--- config.mk ---
export PLATFORM = sky130hd
export DESIGN_NAME = stable_priority_queue_unit
export DESIGN_NICKNAME = d
export VERILOG_FILES = /design/src/sv/spq_pkg.sv /design/src/sv/spq_datapath.sv /design/src/sv/spq_controller.sv /design/src/sv/stable_priority_queue_unit.sv
export VERILOG_INCLUDE_DIRS = /design/src /design/src/sv
export SDC_FILE = /design/constraint.sdc
export NUM_CORES = 1
export LEC_CHECK = 0
export ABC_AREA = 1
export BUFFER_PORTS_ARGS = -buffer_cell sky130_fd_sc_hd__clkbuf_2
export CAP_MARGIN = 10
export CELL_PAD_IN_SITES_DETAIL_PLACEMENT = 0
export CELL_PAD_IN_SITES_GLOBAL_PLACEMENT = 1
export CORE_ASPECT_RATIO = 1.25
export CORE_MARGIN = 10
export CORE_UTILIZATION = 48
export DETAILED_ROUTE_END_ITERATION = 16
export GPL_TIMING_DRIVEN = 1
export PLACE_DENSITY = 0.76
export RECOVER_POWER = 25
export SYNTH_ARGS = -nofsm -noshare
export SYNTH_HDL_FRONTEND = slang
export SYNTH_HIERARCHICAL = 1
export SYNTH_SLANG_ARGS = --single-unit
--- constraint.sdc ---
create_clock -name clk_i -period 5.8 [get_ports clk_i]
set_input_delay 0.58 -clock clk_i [delete_from_list [all_inputs] [get_ports clk_i]]
set_output_delay 0.58 -clock clk_i [all_outputs]
set_load 0.01 [all_outputs]
--- src/sv/stable_priority_queue_unit_assert.svh ---
// Assertion macros shared by the priority queue modules.
// Each macro expects clk_i and rst_ni to be visible in the scope where it is used.
`ifndef STABLE_PRIORITY_QUEUE_UNIT_ASSERT_SVH
`define STABLE_PRIORITY_QUEUE_UNIT_ASSERT_SVH

`ifndef SYNTHESIS

`define SPQ_ASSERT_SAME(lbl, ante, cons, msg) \
  lbl: assert property (@(posedge clk_i) disable iff (!rst_ni) (ante) |-> (cons)) \
    else $error(msg);

`define SPQ_ASSERT_NEXT(lbl, ante, cons, msg) \
  lbl: assert property (@(posedge clk_i) disable iff (!rst_ni) (ante) |=> (cons)) \
    else $error(msg);

`else

`define SPQ_ASSERT_SAME(lbl, ante, cons, msg)

`define SPQ_ASSERT_NEXT(lbl, ante, cons, msg)

`endif

`endif

--- src/sv/spq_pkg.sv ---
`default_nettype none

package spq_pkg;

  // Default sizing handed to the top level parameters.
  parameter int unsigned DefCapacity     = 16;
  parameter int unsigned DefPriorityBits = 8;

  // Fixed field widths.
  localparam int unsigned DataW     = 32;
  localparam int unsigned InPrioW   = 8;
  localparam int unsigned OpW       = 2;
  localparam int unsigned StatusW   = 2;

  // Data returned by dequeue or peek on an empty queue.
  localparam logic signed [DataW-1:0] EmptyData = -32'sd1;

  typedef enum logic [OpW-1:0] {
    OP_ENQUEUE = 2'd0,
    OP_DEQUEUE = 2'd1,
    OP_PEEK    = 2'd2
  } op_e;

  typedef enum logic [StatusW-1:0] {
    ST_OK    = 2'd0,
    ST_EMPTY = 2'd1,
    ST_FULL  = 2'd2
  } status_e;

  // Commands from the controller to the datapath.
  typedef struct packed {
    logic load;   // capture the incoming word
    logic exec;   // carry out the captured operation and load the result
  } spq_cmd_t;

  // Status from the datapath to the controller.
  typedef struct packed {
    logic out_stall;  // result register holds a word that is not being taken
  } spq_stat_t;

endpackage

`default_nettype wire

--- src/sv/spq_datapath.sv ---
`default_nettype none

module spq_datapath #(
  parameter int unsigned CAPACITY      = spq_pkg::DefCapacity,
  parameter int unsigned PRIORITY_BITS = spq_pkg::DefPriorityBits
) (
  input  wire                                 clk_i,
  input  wire                                 rst_ni,
  input  wire spq_pkg::spq_cmd_t              cmd_i,
  output spq_pkg::spq_stat_t                  stat_o,
  input  wire spq_pkg::op_e                   operation_i,
  input  wire logic signed [spq_pkg::DataW-1:0] item_data_i,
  input  wire logic [spq_pkg::InPrioW-1:0]    item_priority_i,
  input  wire                                 m_ready_i,
  output logic                                m_valid_o,
  output logic signed [spq_pkg::DataW-1:0]    m_data_o,
  output spq_pkg::status_e                    m_status_o
);

  `include "stable_priority_queue_unit_assert.svh"

  localparam int unsigned CountW = $clog2(CAPACITY + 1);

  // Captured operation.
  spq_pkg::op_e                       op_q;
  logic signed [spq_pkg::DataW-1:0]   data_q;
  logic [PRIORITY_BITS-1:0]           prio_q;
  logic [PRIORITY_BITS-1:0]           prio_in;

  // Slot array, slot 0 is the head.
  logic signed [spq_pkg::DataW-1:0]   slot_data_q [CAPACITY];
  logic signed [spq_pkg::DataW-1:0]   slot_data_d [CAPACITY];
  logic [PRIORITY_BITS-1:0]           slot_prio_q [CAPACITY];
  logic [PRIORITY_BITS-1:0]           slot_prio_d [CAPACITY];
  logic [CountW-1:0]                  count_q, count_d;

  // Neighbor values for the shift paths.
  logic signed [spq_pkg::DataW-1:0]   up_data   [CAPACITY];
  logic [PRIORITY_BITS-1:0]           up_prio   [CAPACITY];
  logic signed [spq_pkg::DataW-1:0]   down_data [CAPACITY];
  logic [PRIORITY_BITS-1:0]           down_prio [CAPACITY];
  logic [CAPACITY-1:0]                keep;      // slot ranks at or above the new entry
  logic [CAPACITY-1:0]                keep_prev;

  logic                               full, empty;

  // Result register.
  logic                               out_valid_q, out_valid_d;
  logic signed [spq_pkg::DataW-1:0]   res_data_q, res_data_d;
  spq_pkg::status_e                   res_status_q, res_status_d;

  // Only the low PRIORITY_BITS of the priority field take part.
  if (PRIORITY_BITS <= spq_pkg::InPrioW) begin : g_prio_narrow
    assign prio_in = item_priority_i[PRIORITY_BITS-1:0];
  end else begin : g_prio_wide
    assign prio_in = {{(PRIORITY_BITS - spq_pkg::InPrioW){1'b0}}, item_priority_i};
  end

  for (genvar i = 0; i < CAPACITY; i++) begin : g_slot
    assign keep[i] = (CountW'(i) < count_q) && (slot_prio_q[i] >= prio_q);
    if (i == 0) begin : g_head
      assign up_data[i]   = data_q;
      assign up_prio[i]   = prio_q;
      assign keep_prev[i] = 1'b1;
    end else begin : g_body
      assign up_data[i]   = slot_data_q[i-1];
      assign up_prio[i]   = slot_prio_q[i-1];
      assign keep_prev[i] = keep[i-1];
    end
    if (i == CAPACITY - 1) begin : g_tail
      assign down_data[i] = slot_data_q[i];
      assign down_prio[i] = slot_prio_q[i];
    end else begin : g_inner
      assign down_data[i] = slot_data_q[i+1];
      assign down_prio[i] = slot_prio_q[i+1];
    end
  end

  assign full  = (count_q == CountW'(CAPACITY));
  assign empty = (count_q == '0);

  always_comb begin
    count_d      = count_q;
    res_data_d   = res_data_q;
    res_status_d = res_status_q;
    for (int i = 0; i < CAPACITY; i++) begin
      slot_data_d[i] = slot_data_q[i];
      slot_prio_d[i] = slot_prio_q[i];
    end
    if (cmd_i.exec) begin
      res_data_d   = '0;
      res_status_d = spq_pkg::ST_OK;
      case (op_q) inside
        spq_pkg::OP_ENQUEUE: begin
          if (full) begin
            res_status_d = spq_pkg::ST_FULL;
          end else begin
            // Entries ranking at or above the new one stay, the first slot
            // after them takes the new entry, the rest move one slot back.
            for (int i = 0; i < CAPACITY; i++) begin
              if (!keep[i]) begin
                if (keep_prev[i]) begin
                  slot_data_d[i] = data_q;
                  slot_prio_d[i] = prio_q;
                end else begin
                  slot_data_d[i] = up_data[i];
                  slot_prio_d[i] = up_prio[i];
                end
              end
            end
            count_d = count_q + CountW'(1);
          end
        end
        spq_pkg::OP_DEQUEUE, spq_pkg::OP_PEEK: begin
          if (empty) begin
            res_data_d   = spq_pkg::EmptyData;
            res_status_d = spq_pkg::ST_EMPTY;
          end else begin
            res_data_d = slot_data_q[0];
            if (op_q == spq_pkg::OP_DEQUEUE) begin
              for (int i = 0; i < CAPACITY; i++) begin
                slot_data_d[i] = down_data[i];
                slot_prio_d[i] = down_prio[i];
              end
              count_d = count_q - CountW'(1);
            end
          end
        end
        default: begin
          res_data_d   = '0;
          res_status_d = spq_pkg::ST_OK;
        end
      endcase
    end
  end

  always_comb begin
    if (cmd_i.exec) begin
      out_valid_d = 1'b1;
    end else if (m_ready_i) begin
      out_valid_d = 1'b0;
    end else begin
      out_valid_d = out_valid_q;
    end
  end

  always_ff @(posedge clk_i or negedge rst_ni) begin
    if (!rst_ni) begin
      count_q     <= '0;
      out_valid_q <= 1'b0;
    end else begin
      count_q     <= count_d;
      out_valid_q <= out_valid_d;
    end
  end

  always_ff @(posedge clk_i) begin
    if (cmd_i.load) begin
      op_q   <= operation_i;
      data_q <= item_data_i;
      prio_q <= prio_in;
    end
    res_data_q   <= res_data_d;
    res_status_q <= res_status_d;
    for (int i = 0; i < CAPACITY; i++) begin
      slot_data_q[i] <= slot_data_d[i];
      slot_prio_q[i] <= slot_prio_d[i];
    end
  end

  assign stat_o.out_stall = out_valid_q && !m_ready_i;
  assign m_valid_o        = out_valid_q;
  assign m_data_o         = res_data_q;
  assign m_status_o       = res_status_q;

  `SPQ_ASSERT_SAME(a_count_bound, 1'b1, count_q <= CountW'(CAPACITY),
    "entry count exceeds capacity")
  `SPQ_ASSERT_SAME(a_head_sorted, count_q >= CountW'(2), slot_prio_q[0] >= slot_prio_q[1],
    "head entry ranks below its successor")
  `SPQ_ASSERT_NEXT(a_exec_result, cmd_i.exec, out_valid_q,
    "executed operation left no result")

endmodule

`default_nettype wire

--- src/sv/spq_controller.sv ---
`default_nettype none

module spq_controller (
  input  wire                 clk_i,
  input  wire                 rst_ni,
  input  wire                 in_valid_i,
  output logic                in_ready_o,
  input  wire spq_pkg::spq_stat_t stat_i,
  output spq_pkg::spq_cmd_t   cmd_o
);

  `include "stable_priority_queue_unit_assert.svh"

  localparam logic StIdle = 1'b0;
  localparam logic StExec = 1'b1;

  logic state_q, state_d;

  assign in_ready_o = (state_q == StIdle);
  assign cmd_o.load = in_valid_i && in_ready_o;
  assign cmd_o.exec = (state_q == StExec) && !stat_i.out_stall;

  always_comb begin
    state_d = state_q;
    unique case (state_q)
      StIdle: begin
        if (cmd_o.load) begin
          state_d = StExec;
        end
      end
      StExec: begin
        if (cmd_o.exec) begin
          state_d = StIdle;
        end
      end
      default: begin
        state_d = StIdle;
      end
    endcase
  end

  always_ff @(posedge clk_i or negedge rst_ni) begin
    if (!rst_ni) begin
      state_q <= StIdle;
    end else begin
      state_q <= state_d;
    end
  end

  `SPQ_ASSERT_NEXT(a_accept_exec, cmd_o.load, state_q == StExec,
    "accepted word did not move to execution")
  `SPQ_ASSERT_NEXT(a_stall_hold, (state_q == StExec) && stat_i.out_stall, state_q == StExec,
    "pending operation dropped while the result register was blocked")
  `SPQ_ASSERT_NEXT(a_exec_done, cmd_o.exec, in_ready_o,
    "controller not ready after executing an operation")

endmodule

`default_nettype wire

--- src/sv/stable_priority_queue_unit.sv ---
// Stable bounded priority queue. Up to CAPACITY entries, each a 32-bit data word
// with a priority, are kept sorted by decreasing priority; entries of equal
// priority leave in arrival order. Every input word carries one operation in
// tuser (0 enqueue, 1 dequeue head, 2 peek head) and produces exactly one result
// word: dequeue and peek return the head data with status 0, or data -1 with
// status 1 on an empty queue; enqueue returns data 0 with status 0, or status 2
// when the queue is full and the entry is refused; code 3 returns data 0, status
// 0 and changes nothing. Each operation first captures the input word; then every
// slot compares its priority with the new entry and shifts in parallel, loading
// the result register. The next input word is taken as soon as the shift step
// has loaded its result, even while that result still waits on the output side,
// but no input word is taken while a captured operation waits for its shift step.
// The shift step waits only while the result register still holds an untaken
// word. Only the low PRIORITY_BITS bits of the priority field are used. The queue
// is empty after reset.
`default_nettype none

module stable_priority_queue_unit #(
  parameter int unsigned CAPACITY      = spq_pkg::DefCapacity,
  parameter int unsigned PRIORITY_BITS = spq_pkg::DefPriorityBits
) (
  input  wire         clk_i,
  input  wire         rst_ni,
  // Input channel.
  input  wire         s_axis_tvalid_i,
  output logic        s_axis_tready_o,
  input  wire  [39:0] s_axis_tdata_i,   // [31:0] item_data, [39:32] item_priority
  input  wire  [1:0]  s_axis_tuser_i,   // [1:0] operation
  // Result channel.
  output logic        m_axis_tvalid_o,
  input  wire         m_axis_tready_i,
  output logic [31:0] m_axis_tdata_o,   // [31:0] result_data
  output logic [1:0]  m_axis_tuser_o    // [1:0] status
);

  spq_pkg::spq_cmd_t                     cmd;
  spq_pkg::spq_stat_t                    stat;
  logic signed [spq_pkg::DataW-1:0]      item_data;
  logic [spq_pkg::InPrioW-1:0]           item_priority;
  spq_pkg::op_e                          operation;
  logic signed [spq_pkg::DataW-1:0]      result_data;
  spq_pkg::status_e                      status;

  // Unpack the input word.
  assign item_data     = signed'(s_axis_tdata_i[31:0]);
  assign item_priority = s_axis_tdata_i[39:32];
  assign operation     = spq_pkg::op_e'(s_axis_tuser_i);

  spq_controller u_ctrl (
    .clk_i      (clk_i),
    .rst_ni     (rst_ni),
    .in_valid_i (s_axis_tvalid_i),
    .in_ready_o (s_axis_tready_o),
    .stat_i     (stat),
    .cmd_o      (cmd)
  );

  // Slot array, sorting logic and result register.
  spq_datapath #(
    .CAPACITY      (CAPACITY),
    .PRIORITY_BITS (PRIORITY_BITS)
  ) u_dp (
    .clk_i           (clk_i),
    .rst_ni          (rst_ni),
    .cmd_i           (cmd),
    .stat_o          (stat),
    .operation_i     (operation),
    .item_data_i     (item_data),
    .item_priority_i (item_priority),
    .m_ready_i       (m_axis_tready_i),
    .m_valid_o       (m_axis_tvalid_o),
    .m_data_o        (result_data),
    .m_status_o      (status)
  );

  // Pack the result word.
  assign m_axis_tdata_o = unsigned'(result_data);
  assign m_axis_tuser_o = status;

endmodule

`default_nettype wire
==> run_results.csv <==
group,metric,value,unit
synth,syn_area_per_cell,7.96,um2
drt,routedWlPerCell,18.0,um
timing,post-route-worst-setup-slack,1330,ps
clock_network,clock_tree.root_cell,"sky130_fd_sc_hd__clkbuf_16",
placed_design,gp_routability_congestion,0.833,
final_layout,multiInputGateArea,0.0161,mm2
clock_network,clkSlewWorstSetupHoldPaths,60,ps
final_layout,register_area,0.0217,mm2
floorplan,initial_core_util,0.483,
critical_path,worstSetupPathType,"register to register",
run,drv.max_cap_violation_count,4,
critical_path,timing.reg2reg.worst_path_depth,11,
critical_path,crit_chain,"inv_2 > nand2_4 > nor2_1 > nand2_1 > nor2_1 > nor3_2 > nand2_1 > inv_2 > o21ai_0 > inv_1 > buf_4",
final_layout,num_antenna_cells,0,
clock_network,cts_buf_count,80,
clock_network,insertion_delay,640,ps
drt,drcViolationCount,0,
pwr,finalPower,17.6,mW
critical_path,timing.critical_path.fanout_max,43,
clock_network,cts_htree_levels,3,
timing,drv_slew,204,
drt,routed-via-count,33100,
floorplan,die_x,284,um
clock_network,cts.sinks,723,
pwr,vdd.ir_drop.worst,263,uV
timing,max_slew.worst_pin.slew,2310,ps
synth,syn-instance-count,5261,
timing,worst_slew_margin,-0.542,
synth,synth_cell_types,32,
critical_path,critical_path.slowest_cell,"sky130_fd_sc_hd__nand2_1",
critical_path,timing.critical_path.to_type,"register",
floorplan,die-height,350,um
global_routing,largest_net_degree_at_the_start_of_global_routing,176,
floorplan,floorplan.die_area,0.0995,mm2
critical_path,worst-endpoint-arrival,4750,ps
placed_design,post-dp-hpwl,75900,um
synth,synth.ff_latch_count,723,
timing,fin_hold_ws,116,ps
timing,finalHoldViolCount,0,
timing,fin_tns_setup,0,ps
critical_path,critPathMaxStageDelay,1010,ps
critical_path,critical_path.top_delay_family,"simple AND/OR/NAND/NOR gates",
drt,via_count_normalized_by_instance_count,5.20,
pwr,cellLeakagePower,21.7,nW
min_path,worst_hold_class,"input port to register",
synth,synth_top_cells_by_count,"1955 x sky130_fd_sc_hd__nand2_1, 1179 x sky130_fd_sc_hd__nand3_1, 716 x sky130_fd_sc_hd__edfxtp_1",
drt,wl,115000,um
timing,period_minus_slack,4470,ps
placed_design,port_buffers,81,
drt,drt-pass1-iter-count,6,
critical_path,worstSetupStartpointType,"register",
global_routing,number_of_antenna_violations_at_the_first_check_in_global_routing,0,
clock_network,cts_max_path_buffers,3,
critical_path,cp_num_cells,11,
pwr,power_density,388,mW/mm2
floorplan,std_cell_rows,121,
final_layout,final_layout_size_suffix_gt1_frac,0.0482,
global_routing,grt_util_all_layers,0.226,
drt,drtAntennaViolNets,0,
global_routing,grt_pass1_vias,32200,
final_layout,synthToLayoutAreaGrowth,8.73,%
floorplan,design.portCount,82,
clock_network,tritoncts_clock_tree,"built",
outcome,run_status,"finished with violations",
global_routing,grt_overflow_total,0,
synth,yosysMostFrequentCell,"sky130_fd_sc_hd__nand2_1",
critical_path,critical_path.n_buffers_inverters,4,
final_layout,nFillCells,8504,
placed_design,post_place_worst_slack,2020,ps
synth,synth_flop_cell,"sky130_fd_sc_hd__edfxtp_1",
timing,worst_clock_skew,25.8,ps
timing,rsz0062_at_grt,"no",
synth,yosys-top-cells-area,"sky130_fd_sc_hd__edfxtp_1 51%, sky130_fd_sc_hd__nand2_1 18%, sky130_fd_sc_hd__nand3_1 14%",
timing,tcrit_tclk_final,0.770,
synth,syn_area,0.0419,mm2
synth,cell_type_contributing_the_most_total_cell_area_after_synthesis,"sky130_fd_sc_hd__edfxtp_1",
synth,postSynthNetCount,5441,
critical_path,timing.critical_path.required,6080,ps
outcome,failing_checks,"max-capacitance violations, max-slew violations",
global_routing,grt_first_pass_wirelength,185000,um
synth,synth_enable_flop_cells,716,
floorplan,coreArea,0.0867,mm2
drt,detailed_router_s_first_iteration_violation_count,3152,
min_path,timing.hold.worst_path_depth,1,
synth,yosysWarnings,6,
synth,yosysTopAreaCellShare,0.514,
timing,max_fclk,224,MHz
final_layout,final_nets,5324,
timing,setup_viol_count_final,0,
synth,synth-seq-area-share,0.518,
synth,asyncSetResetFlopFracSynth,0.00968,
[layout by cell type (no fill, tap or decap), types with 2 or more instances in the layout]
cell type                   count
sky130_fd_sc_hd__bufinv_16      9
sky130_fd_sc_hd__a21oi_1       67
sky130_fd_sc_hd__a31oi_4        3
sky130_fd_sc_hd__buf_4         73
sky130_fd_sc_hd__ha_1         134
sky130_fd_sc_hd__clkbuf_2      41
sky130_fd_sc_hd__clkinv_1      20
sky130_fd_sc_hd__nand2_1     1958
sky130_fd_sc_hd__nand3_1     1179
sky130_fd_sc_hd__o21a_1        16
sky130_fd_sc_hd__inv_8          2
sky130_fd_sc_hd__xor2_1         7
sky130_fd_sc_hd__clkbuf_16     83
sky130_fd_sc_hd__o22ai_1       40
sky130_fd_sc_hd__o21ai_2        4
sky130_fd_sc_hd__clkinv_8       2
sky130_fd_sc_hd__edfxtp_1     716
sky130_fd_sc_hd__inv_2          8
sky130_fd_sc_hd__o21ai_0        8
sky130_fd_sc_hd__dfrtp_1        7
sky130_fd_sc_hd__clkbuf_1      62
sky130_fd_sc_hd__o21ai_1       10
sky130_fd_sc_hd__inv_1        686
sky130_fd_sc_hd__buf_12         4
sky130_fd_sc_hd__nor2_1        40
sky130_fd_sc_hd__clkinv_2      13
[routing by layer]
| layer | track usage | part of all wire |
|---|---|---|
| met5 | 0 | 0 |
| met2 | 0.369 | 0.46 |
| met4 | 0.0432 | 0.013 |
| met1 | 0.320 | 0.47 |
| met3 | 0.0292 | 0.054 |
[state kept, by name, indices dropped and copies added, names as in the netlist]
signal,cells
u_dp/count_q,5
u_dp/m_valid_o,1
u_dp/slot_data_q,512
u_dp/op_q,2
u_dp/m_status_o,2
u_dp/data_q,32
u_dp/prio_q,8
u_dp/m_data_o,32
u_dp/slot_prio_q,128
u_ctrl/state_q,1
[path summary, 6_finish.rpt]
path                                    start                       end  slack (ps)
max                           u_dp/count_q[4]  u_dp/slot_data_q[0][243]        1330
min                        s_axis_tdata_i[19]           u_dp/data_q[19]         120
max reg2reg                   u_dp/count_q[4]  u_dp/slot_data_q[0][243]        1330
min reg2reg                    u_ctrl/state_q            u_ctrl/state_q         490
max in group asynchronous              rst_ni           u_dp/count_q[2]        5110
min in group asynchronous              rst_ni            u_dp/m_valid_o         390
[worst register-to-register path, cell delays in order, from the launching register on]
cell and delay (ps):
sky130_fd_sc_hd__dfrtp_1 440, sky130_fd_sc_hd__inv_2 160, sky130_fd_sc_hd__nand2_4 390, sky130_fd_sc_hd__nor2_1 240, sky130_fd_sc_hd__nand2_1 1010, sky130_fd_sc_hd__nor2_1 110
sky130_fd_sc_hd__nor3_2 140, sky130_fd_sc_hd__nand2_1 180, sky130_fd_sc_hd__inv_2 530, sky130_fd_sc_hd__o21ai_0 170, sky130_fd_sc_hd__inv_1 290, sky130_fd_sc_hd__buf_4 440
[repair_timing]
action,4_1_cts,5_1_grt
buffers inserted,0,0
hold buffers,1,0
endpoints found under the hold margin,7,0
gates resized for setup,0,0
setup endpoints to repair,0,0
[per-stage QoR]
stage                     area [um2]  cells  utilization
after floorplan                41900   5261            -
after global placement         43000   6229        0.496
after detailed placement       43000   6229        0.496
after CTS                      45600   6375        0.526
after global routing           45500   6375        0.525
final                          45500   6375        0.525
[where the power goes]
part | switching (mW) | internal [mW] | total, mW
Clock | 2.13 | 3.01 | 5.14
Sequential | 0.337 | 6.70 | 7.04
Combinational | 4.04 | 1.43 | 5.47
Total | 6.50 | 11.1 | 17.6
[logic make-up (layout without fill, tap and decap cells)]
family / count (synthesis) / count (layout) / share of synthesized area
compound gates: 151 / 151 / 0.0211
xor+xnor: 8 / 8 / 0.00167
fa+ha+maj: 134 / 134 / 0.0401
buf+inv: 1059 / 1005 / 0.0973
flops: 723 / 723 / 0.518
simple gates: 3186 / 3186 / 0.322
[cell type report]
type / count / share of cell area
Tap cell: 1168 / 0.0321
Inverter: 696 / 0.0577
Clock buffer: 100 / 0.0470
Multi-Input combinational cell: 3479 / 0.355
Timing Repair Buffer: 164 / 0.0222
Clock inverter: 45 / 0.00990
Sequential cell: 723 / 0.476
No activity file was read; power rests on OpenSTA's default activity.
